<file path="config.mk">
export PLATFORM = sky130hd
export DESIGN_NAME = latency_log2_histogram_core
export DESIGN_NICKNAME = d
export VERILOG_FILES = /design/src/rtl/lhist_pkg.sv /design/src/rtl/lhist_front.sv /design/src/rtl/lhist_queue.sv /design/src/rtl/lhist_back.sv /design/src/rtl/latency_log2_histogram_core.sv
export SDC_FILE = /design/constraint.sdc
export NUM_CORES = 2
export LEC_CHECK = 0
export BUFFER_PORTS_ARGS = -buffer_cell sky130_fd_sc_hd__buf_2
export CAP_MARGIN = 0
export CORE_ASPECT_RATIO = 0.6
export CORE_MARGIN = 3
export CORE_UTILIZATION = 60
export CTS_CLUSTER_DIAMETER = 80
export CTS_CLUSTER_SIZE = 28
export DETAILED_ROUTE_END_ITERATION = 8
export PLACE_DENSITY_LB_ADDON = 0.1
export SLEW_MARGIN = 40
export SYNTH_ARGS = -nofsm -noshare
export SYNTH_HDL_FRONTEND = slang
export SYNTH_SLANG_ARGS = --single-unit
</file>
<file path="constraint.sdc">
create_clock -name clock -period 16.3 [get_ports clock]
set_clock_uncertainty 0.05 [all_clocks]
set_input_delay 1.63 -clock clock [delete_from_list [all_inputs] [get_ports clock]]
set_output_delay 1.63 -clock clock [all_outputs]
set_load 0.05 [all_outputs]
</file>
<file path="src/rtl/lhist_pkg.sv">
// ============================================================================
// lhist_pkg: shared types and helpers for the log2 latency histogram
// Holds the operation codes, the queued request type and the arithmetic
// helpers used by the back end.
// ============================================================================
package lhist_pkg;

   localparam int NUM_BUCKETS_DEFAULT = 32;
   localparam int QUEUE_DEPTH         = 2;
   localparam int QUEUE_PTR_W         = $clog2(QUEUE_DEPTH);
   localparam logic [16:0] Q16_ONE    = 17'h10000;

   typedef enum logic [1:0] {
      OP_RECORD = 2'd0,
      OP_QUERY  = 2'd1,
      OP_CLEAR  = 2'd2,
      OP_NOP    = 2'd3
   } op_type;

   typedef struct packed {
      op_type      op;
      logic [6:0]  bucket;
      logic [63:0] latency;
      logic [16:0] fraction;
   } item_type;

   typedef enum logic [1:0] {
      ST_IDLE,
      ST_REC,
      ST_WALK
   } state_type;

   function automatic logic [31:0] sat_inc(input logic [31:0] v);
      return (v == 32'hFFFF_FFFF) ? v : v + 32'd1;
   endfunction

   function automatic logic [32:0] half_midpoint(input logic [6:0] i);
      logic [65:0] w;
      w = 66'(3) << (i - 7'd1);
      if (i == 7'd0) begin
         return 33'd1;
      end
      if (i == 7'd1) begin
         return 33'd2;
      end
      return w[32:0];
   endfunction

endpackage

</file>
<file path="src/rtl/lhist_front.sv">
// ============================================================================
// lhist_front: request classification
// Decodes the operation, computes the clamped bucket of a recorded latency
// and clamps the query fraction before the request enters the queue.
// ============================================================================
module lhist_front #(
   parameter int NUM_BUCKETS = lhist_pkg::NUM_BUCKETS_DEFAULT
) (
   input  logic [1:0]         req_operation,
   input  logic [63:0]        req_latency_us,
   input  logic [16:0]        req_fraction_q16,
   output lhist_pkg::item_type item
);

   logic [6:0] bit_len;
   logic [6:0] bucket;

   always_comb begin
      bit_len = 7'd0;
      for (int i = 0; i < 64; i++) begin
         if (req_latency_us[i]) begin
            bit_len = 7'(i + 1);
         end
      end
      if (bit_len > 7'(NUM_BUCKETS - 1)) begin
         bucket = 7'(NUM_BUCKETS - 1);
      end else begin
         bucket = bit_len;
      end
   end

   always_comb begin
      item.op       = lhist_pkg::op_type'(req_operation);
      item.bucket   = bucket;
      item.latency  = req_latency_us;
      item.fraction = (req_fraction_q16 > lhist_pkg::Q16_ONE) ?
                      lhist_pkg::Q16_ONE : req_fraction_q16;
   end

endmodule

</file>
<file path="src/rtl/lhist_queue.sv">
// ============================================================================
// lhist_queue: request queue
// A short register queue that decouples request acceptance from execution.
// ============================================================================
module lhist_queue (
   input  logic                clock,
   input  logic                reset,
   input  logic                push,
   input  lhist_pkg::item_type push_item,
   output logic                full,
   input  logic                pop,
   output lhist_pkg::item_type head_item,
   output logic                empty
);

   localparam int PW = lhist_pkg::QUEUE_PTR_W;

   lhist_pkg::item_type entries_ff [lhist_pkg::QUEUE_DEPTH];
   logic [PW:0] wr_ptr_ff, wr_ptr_in;
   logic [PW:0] rd_ptr_ff, rd_ptr_in;

   assign empty = (wr_ptr_ff == rd_ptr_ff);
   assign full  = (wr_ptr_ff[PW] != rd_ptr_ff[PW]) &&
                  (wr_ptr_ff[PW-1:0] == rd_ptr_ff[PW-1:0]);
   assign head_item = entries_ff[rd_ptr_ff[PW-1:0]];

   always_comb begin
      wr_ptr_in = wr_ptr_ff;
      rd_ptr_in = rd_ptr_ff;
      if (push && !full) begin
         wr_ptr_in = wr_ptr_ff + 1'b1;
      end
      if (pop && !empty) begin
         rd_ptr_in = rd_ptr_ff + 1'b1;
      end
   end

   always_ff @(posedge clock) begin
      if (reset) begin
         wr_ptr_ff <= '0;
         rd_ptr_ff <= '0;
      end else begin
         wr_ptr_ff <= wr_ptr_in;
         rd_ptr_ff <= rd_ptr_in;
      end
   end

   always_ff @(posedge clock) begin
      if (push && !full) begin
         entries_ff[wr_ptr_ff[PW-1:0]] <= push_item;
      end
   end

endmodule

</file>
<file path="src/rtl/lhist_back.sv">
// ============================================================================
// lhist_back: histogram execution
// Owns the bucket count memory, the sample count and the latency sum.
// Records do a read-modify-write of one bucket, queries walk the buckets
// one per cycle, and clears drop all bucket valid bits at once.
// ============================================================================
module lhist_back #(
   parameter int NUM_BUCKETS = lhist_pkg::NUM_BUCKETS_DEFAULT
) (
   input  logic                clock,
   input  logic                reset,
   input  lhist_pkg::item_type item,
   input  logic                item_valid,
   output logic                item_pop,
   output logic                rsp_valid,
   input  logic                rsp_ready,
   output logic [32:0]         rsp_percentile_half_us,
   output logic [4:0]          rsp_recorded_bucket,
   output logic [31:0]         rsp_sample_count,
   output logic [63:0]         rsp_latency_sum
);

   localparam int BW = $clog2(NUM_BUCKETS);
   localparam int CW = 32 + BW;
   localparam logic [BW-1:0] LAST_IDX = BW'(NUM_BUCKETS - 1);
   localparam logic [32:0] EXHAUSTED =
      (NUM_BUCKETS <= 32) ? (33'(1) << NUM_BUCKETS) : 33'd0;

   logic [31:0] cnt_mem_ff [NUM_BUCKETS];
   logic [31:0] mem_q_ff;
   logic        vld_q_ff;
   logic [NUM_BUCKETS-1:0] bvalid_ff, bvalid_in;

   lhist_pkg::state_type state_ff, state_in;
   logic [31:0]   total_ff, total_in;
   logic [63:0]   sum_ff, sum_in;
   logic [6:0]    cur_bucket_ff, cur_bucket_in;
   logic [32:0]   target_ff, target_in;
   logic [CW-1:0] cum_ff, cum_in;
   logic [BW-1:0] walk_idx_ff, walk_idx_in;
   logic [BW-1:0] chk_idx_ff, chk_idx_in;
   logic          chk_vld_ff, chk_vld_in;

   logic          rsp_valid_ff, rsp_valid_in;
   logic [32:0]   rsp_pct_ff, rsp_pct_in;
   logic [4:0]    rsp_bkt_ff, rsp_bkt_in;
   logic [31:0]   rsp_cnt_ff, rsp_cnt_in;
   logic [63:0]   rsp_sum_ff, rsp_sum_in;

   logic [BW-1:0] rd_addr;
   logic          mem_we;
   logic [BW-1:0] mem_wa;
   logic [31:0]   mem_wd;
   logic [31:0]   cur_count;
   logic [CW-1:0] cum_next;
   logic [48:0]   product;
   logic [32:0]   raw_target;
   logic          out_free;

   assign out_free  = !rsp_valid_ff || rsp_ready;
   assign cur_count = vld_q_ff ? mem_q_ff : 32'd0;
   assign cum_next  = cum_ff + CW'(cur_count);
   assign product   = 49'(item.fraction) * 49'(total_ff);
   assign raw_target = product[48:16];

   always_comb begin
      state_in      = state_ff;
      total_in      = total_ff;
      sum_in        = sum_ff;
      cur_bucket_in = cur_bucket_ff;
      target_in     = target_ff;
      cum_in        = cum_ff;
      walk_idx_in   = walk_idx_ff;
      chk_idx_in    = chk_idx_ff;
      chk_vld_in    = chk_vld_ff;
      bvalid_in     = bvalid_ff;
      rsp_valid_in  = rsp_valid_ff && !rsp_ready;
      rsp_pct_in    = rsp_pct_ff;
      rsp_bkt_in    = rsp_bkt_ff;
      rsp_cnt_in    = rsp_cnt_ff;
      rsp_sum_in    = rsp_sum_ff;
      item_pop      = 1'b0;
      mem_we        = 1'b0;
      mem_wa        = cur_bucket_ff[BW-1:0];
      mem_wd        = lhist_pkg::sat_inc(cur_count);
      rd_addr       = cur_bucket_ff[BW-1:0];

      case (state_ff)
         lhist_pkg::ST_IDLE: begin
            rd_addr = item.bucket[BW-1:0];
            if (item_valid && out_free) begin
               item_pop   = 1'b1;
               rsp_pct_in = 33'd0;
               rsp_bkt_in = 5'd0;
               case (item.op)
                  lhist_pkg::OP_RECORD: begin
                     cur_bucket_in = item.bucket;
                     total_in      = lhist_pkg::sat_inc(total_ff);
                     sum_in        = sum_ff + item.latency;
                     state_in      = lhist_pkg::ST_REC;
                  end
                  lhist_pkg::OP_QUERY: begin
                     if (item.fraction == 17'd0 || total_ff == 32'd0) begin
                        rsp_valid_in = 1'b1;
                        rsp_cnt_in   = total_ff;
                        rsp_sum_in   = sum_ff;
                     end else begin
                        target_in   = (raw_target == 33'd0) ? 33'd1 : raw_target;
                        cum_in      = '0;
                        walk_idx_in = '0;
                        chk_vld_in  = 1'b0;
                        state_in    = lhist_pkg::ST_WALK;
                     end
                  end
                  lhist_pkg::OP_CLEAR: begin
                     bvalid_in    = '0;
                     total_in     = 32'd0;
                     sum_in       = 64'd0;
                     rsp_valid_in = 1'b1;
                     rsp_cnt_in   = 32'd0;
                     rsp_sum_in   = 64'd0;
                  end
                  default: begin
                     rsp_valid_in = 1'b1;
                     rsp_cnt_in   = total_ff;
                     rsp_sum_in   = sum_ff;
                  end
               endcase
            end
         end
         lhist_pkg::ST_REC: begin
            mem_we                          = 1'b1;
            bvalid_in[cur_bucket_ff[BW-1:0]] = 1'b1;
            rsp_valid_in = 1'b1;
            rsp_pct_in   = 33'd0;
            rsp_bkt_in   = cur_bucket_ff[4:0];
            rsp_cnt_in   = total_ff;
            rsp_sum_in   = sum_ff;
            state_in     = lhist_pkg::ST_IDLE;
         end
         lhist_pkg::ST_WALK: begin
            rd_addr    = walk_idx_ff;
            chk_vld_in = 1'b1;
            chk_idx_in = walk_idx_ff;
            if (walk_idx_ff != LAST_IDX) begin
               walk_idx_in = walk_idx_ff + 1'b1;
            end
            if (chk_vld_ff) begin
               cum_in = cum_next;
               if (cum_next >= CW'(target_ff) || chk_idx_ff == LAST_IDX) begin
                  rsp_valid_in = 1'b1;
                  rsp_bkt_in   = 5'd0;
                  rsp_cnt_in   = total_ff;
                  rsp_sum_in   = sum_ff;
                  rsp_pct_in   = (cum_next >= CW'(target_ff)) ?
                                 lhist_pkg::half_midpoint(7'(chk_idx_ff)) : EXHAUSTED;
                  state_in     = lhist_pkg::ST_IDLE;
               end
            end
         end
         default: begin
            state_in = lhist_pkg::ST_IDLE;
         end
      endcase
   end

   always_ff @(posedge clock) begin
      if (reset) begin
         state_ff     <= lhist_pkg::ST_IDLE;
         total_ff     <= 32'd0;
         sum_ff       <= 64'd0;
         bvalid_ff    <= '0;
         rsp_valid_ff <= 1'b0;
         chk_vld_ff   <= 1'b0;
      end else begin
         state_ff     <= state_in;
         total_ff     <= total_in;
         sum_ff       <= sum_in;
         bvalid_ff    <= bvalid_in;
         rsp_valid_ff <= rsp_valid_in;
         chk_vld_ff   <= chk_vld_in;
      end
   end

   always_ff @(posedge clock) begin
      cur_bucket_ff <= cur_bucket_in;
      target_ff     <= target_in;
      cum_ff        <= cum_in;
      walk_idx_ff   <= walk_idx_in;
      chk_idx_ff    <= chk_idx_in;
      rsp_pct_ff    <= rsp_pct_in;
      rsp_bkt_ff    <= rsp_bkt_in;
      rsp_cnt_ff    <= rsp_cnt_in;
      rsp_sum_ff    <= rsp_sum_in;
   end

   always_ff @(posedge clock) begin
      if (mem_we) begin
         cnt_mem_ff[mem_wa] <= mem_wd;
      end
      mem_q_ff <= cnt_mem_ff[rd_addr];
      vld_q_ff <= bvalid_ff[rd_addr];
   end

   assign rsp_valid              = rsp_valid_ff;
   assign rsp_percentile_half_us = rsp_pct_ff;
   assign rsp_recorded_bucket    = rsp_bkt_ff;
   assign rsp_sample_count       = rsp_cnt_ff;
   assign rsp_latency_sum        = rsp_sum_ff;

endmodule

</file>
<file path="src/rtl/latency_log2_histogram_core.sv">
// ============================================================================
// latency_log2_histogram_core: log2 latency histogram with percentile query
// Records latencies into power-of-two buckets, keeps a saturating sample
// count and a wrapping latency sum, answers percentile queries and clears.
// ============================================================================
//
//   Channel   Direction   Handshake               Payload
//   req_      in          req_valid / req_ready   operation, latency, fraction
//   rsp_      out         rsp_valid / rsp_ready   percentile, bucket, count, sum
//
// A record does a read-modify-write in the back end: one bucket read, then write back.
// A clear, an unused operation or a trivial query is answered straight from the idle state.
// A query walks one bucket per cycle through the count memory read port.
// Reset clears the bucket valid bits at once; there is no clearing pass.
// A two-entry queue keeps taking requests, until it is full, while the back end
// or the output register is stalled.
module latency_log2_histogram_core #(
   parameter int NUM_BUCKETS = lhist_pkg::NUM_BUCKETS_DEFAULT
) (
   input  logic        clock,
   input  logic        reset,
   input  logic        req_valid,
   output logic        req_ready,
   input  logic [1:0]  req_operation,
   input  logic [63:0] req_latency_us,
   input  logic [16:0] req_fraction_q16,
   output logic        rsp_valid,
   input  logic        rsp_ready,
   output logic [32:0] rsp_percentile_half_us,
   output logic [4:0]  rsp_recorded_bucket,
   output logic [31:0] rsp_sample_count,
   output logic [63:0] rsp_latency_sum
);

   lhist_pkg::item_type front_item;
   lhist_pkg::item_type head_item;
   logic                q_full;
   logic                q_empty;
   logic                q_pop;

   assign req_ready = !q_full;

   lhist_front #(
      .NUM_BUCKETS(NUM_BUCKETS)
   ) u_front (
      .req_operation   (req_operation),
      .req_latency_us  (req_latency_us),
      .req_fraction_q16(req_fraction_q16),
      .item            (front_item)
   );

   lhist_queue u_queue (
      .clock    (clock),
      .reset    (reset),
      .push     (req_valid),
      .push_item(front_item),
      .full     (q_full),
      .pop      (q_pop),
      .head_item(head_item),
      .empty    (q_empty)
   );

   lhist_back #(
      .NUM_BUCKETS(NUM_BUCKETS)
   ) u_back (
      .clock                 (clock),
      .reset                 (reset),
      .item                  (head_item),
      .item_valid            (!q_empty),
      .item_pop              (q_pop),
      .rsp_valid             (rsp_valid),
      .rsp_ready             (rsp_ready),
      .rsp_percentile_half_us(rsp_percentile_half_us),
      .rsp_recorded_bucket   (rsp_recorded_bucket),
      .rsp_sample_count      (rsp_sample_count),
      .rsp_latency_sum       (rsp_latency_sum)
   );

endmodule

</file>
==> run_results.csv <==
group,metric,value,unit
critical_path,cp_slowest_cell,"dfxtp_4",
cts,cts_buffers,68,
place,portBuffers,222,
die,rows,106,
synthesis,synthTopCellsByCount,"edfxtp_1 (1419), nand2_1 (1086), inv_1 (543)",
timing,max_freq,0.112,GHz
place,dpl_cell_area,88800,sq um
synthesis,ys_types,78,
die,die_y,298,um
finish,nets,8029,
power_and_ir_drop,peakVddDrop,0.000197,V
die,core,140000,sq um
drt,wire_per_inst,24.7,um
synthesis,yosysMostFrequentCell,"edfxtp_1",
critical_path,path_class,"reg2reg",
cts,cts_sinks,1589,
global_route,grt_pass1_vias,55000,
synthesis,synth_fa_ha_area_share,14.4,%
die,floorplan.initialDensity,60.7,%
critical_path,worst_r2r_endpoint,"u_back.target_ff[0]",
synthesis,ys_ff_latch,1589,
cts,clk_latency,0.72,ns
critical_path,r2r_cells,23,
drt,wl,226000,um
global_route,overflow,0,
power_and_ir_drop,p_leak,33.7,nW
synthesis,synth_area_per_cell,11.8,sq um
critical_path,arrival,9.40,ns
power_and_ir_drop,finalPower,13.2,mW
cts,clkTransAtPathRegs,0.11,ns
timing,rsz0062_at_grt,"no",
cts,cts_resized,0,
timing,final_hold_viol_count,0,
hold_path,min_path_cells,2,
hold_path,hold_class,"reg2reg",
finish,multiInputGateArea,36100,sq um
drt,drc_errors,0,
synthesis,async_flop_share,0,%
synthesis,yosys.area_share.simple,12.8,%
place,place_congestion,0.891,
global_route,antenna_found_initial,16,
critical_path,cpPeakStageDelay,0.84,ns
run_status,outcome,"complete, no violations",
synthesis,synth_area_leaders,"edfxtp_1 (50%), fa_1 (11%), nand2_1 (4.8%), dfxtp_1 (4.0%), ha_1 (3.9%)",
finish,regArea,46000,sq um
synthesis,synth_compound_area_share,11.2,%
timing,fin_hold_ws,0.426,ns
timing,min_period,8.93,ns
critical_path,cp-end-kind,"register",
finish,fillCellCount,10600,
die,die_w,492,um
timing,fin_tns_setup,0,ns
hold_path,hp-start,"u_back.bvalid_ff[8]",
finish,area_growth,7.24,%
synthesis,yosysSeqAreaShare,54.1,%
timing,setup_viol,0,
synthesis,yosys-mux-area-fraction,1.20,%
critical_path,start_kind,"register",
synthesis,synth_nets,8006,
global_route,grt_start_max_net_pins,208,
timing,slew_violations,0,
cts,clockBufferDepth,3,
synthesis,synth_cells,7208,
critical_path,cp_max_fo,42,
critical_path,rrSetupSlack,7.37,ns
drt,dr.pass1.iters,6,
synthesis,synth_edf_count,1419,
synthesis,synth_top_family_by_area,"adder cells",
finish,drive_gt1_share,9.11,%
global_route,grt_pass1_wl,344000,um
critical_path,path_cells,"mux2_2 > nand2_1 > fa_1 > inv_1 > fa_1 > fa_1 > fa_1 > inv_1 > fa_1 > inv_1 > fa_1 > ha_1 > nand3_1 > a21oi_1 > nand2_1 > o21ai_0 > nor2_1 > or3_1 > a211o_1 > or4_1 > nor3_1 > nand4b_1 > o41ai_2",
place,dp_hpwl,146000,um
synthesis,synth.largest_area_cell,"edfxtp_1",
timing,slew_headroom,37.3,%
timing,fin_crit_sh,54.8,%
timing,tightest_slew,0.941,ns
die,ios,223,
critical_path,worstPathRequired,16.77,ns
cts,htree_levels,3,
synthesis,synthXorXnorAreaFrac,1.97,%
power_and_ir_drop,p_per_area,144,nW/um^2
drt,drt-initial-drc-count,7078,
hold_path,hold-path-endpoint,"u_back.bvalid_ff[8]",
finish,final_util,65.1,%
drt,via_count,57300,
global_route,track_usage,30.8,%
synthesis,netlist.area_leader.share,50.1,%
critical_path,worst_path_most_repeated_cell,"fa_1",
die,design.die.area,146000,sq um
cts,cts_setup_buffers,0,
synthesis,synth_ff_type,"edfxtp_1",
finish,final_cell_area,91100,sq um
cts,cts_hold_buffers,0,
cts,tritoncts,"built",
synthesis,synthesis.area,85000,sq um
drt,ant_nets,0,
drt,via_per_inst,6.24,
synthesis,synth_warnings,0,
flow_run,cap_violations,0,
cts,cts_root_buf,"clkbuf_16",
[per-layer routing]
| metal | part of all wire (%) | vias up | GRT usage (%) |
|---|---|---|---|
| met2 | 42 | 2789 | 43.1 |
| met4 | 2.2 | 8 | 6.78 |
| met5 | 0.015 | - | 0 |
| met1 | 45 | 28700 | 49.3 |
| li1 | - | 25500 | - |
| met3 | 11 | 307 | 6.86 |
[how the worst max path moves through the flow]
stage,from,to,slack [ns],cells after the start
CTS,register,u_back.target_ff[0],7.37,23
global route,register,u_back.target_ff[0],6.94,23
floorplan,u_back.vld_q_ff,u_back.rsp_latency_sum[0],3.76,28
detailed placement,register,u_back.target_ff[0],7.42,23
global placement,register,u_back.target_ff[0],7.42,23
finish,register,u_back.target_ff[0],7.37,23
[power breakdown]
part	internal [mW]	switching, mW
sequential	5.13	0.228
clock	0.841	1.28
combinational	1.62	4.06
total	7.60	5.57
[state kept, by name (all words and copies together), names as in the netlist, named ones only]
register	cells
u_back.sum_ff	64
u_back.rsp_latency_sum	64
u_back.chk_idx_ff	5
u_back.cnt_mem_ff	1024
u_back.rsp_sample_count	32
u_back.cur_bucket_ff	5
u_back.target_ff	33
u_back.rsp_valid	1
u_back.state_ff	2
u_queue.entries_ff	176
u_back.chk_vld_ff	1
u_back.bvalid_ff	32
u_back.vld_q_ff	1
u_back.walk_idx_ff	5
u_back.rsp_percentile_half_us	33
u_back.mem_q_ff	32
u_back.cum_ff	37
u_queue.rd_ptr_ff	2
u_back.total_ff	32
u_queue.wr_ptr_ff	2
u_back.rsp_recorded_bucket	5
[critical path: cells and delay by family, from the launching register on]
family / cells / cell delay, ns
compound gates: 4 / 1.52
fa+ha+maj: 7 / 3.35
buf+inv: 3 / 0.15
flops: 1 / 0.84
mux: 1 / 0.80
simple gates: 8 / 2.01
[cell usage in the layout (no fill, tap or decap), types with 133 or more instances in the layout]
cell,instances
ha_1,261
buf_2,223
a211oi_1,380
a31oi_1,150
inv_1,543
nor2b_1,207
dfxtp_1,164
fa_1,449
a311oi_1,133
nor2_1,220
nand2_1,1083
a21oi_1,276
edfxtp_1,1419
and2_1,357
[area by class of cell]
cell class	instances	share of cell area [%]
diodes	10	0.0275
clock buffers	114	2.10
clock inverters	11	0.194
inverters	543	2.24
multi-input cells	4658	39.6
flip-flops and latches	1589	50.5
well taps	1890	2.59
repair buffers	371	2.79
[metrics by stage]
step | instances | worst slack [ns]
6_report | 9186 | 7.37
5_1_grt | 9183 | 6.94
4_1_cts | 9167 | 7.37
3_5_place_dp | 9042 | 7.42
3_3_place_gp | 9033 | 7.42
2_1_floorplan | 7208 | 3.76
[cell families after synthesis]
kind of cell,count (synthesis)
compound gates,1377
xor+xnor,191
fa+ha+maj,711
buf+inv,961
flops,1589
mux,91
simple gates,2288
Power figures use the tool's default switching activity.
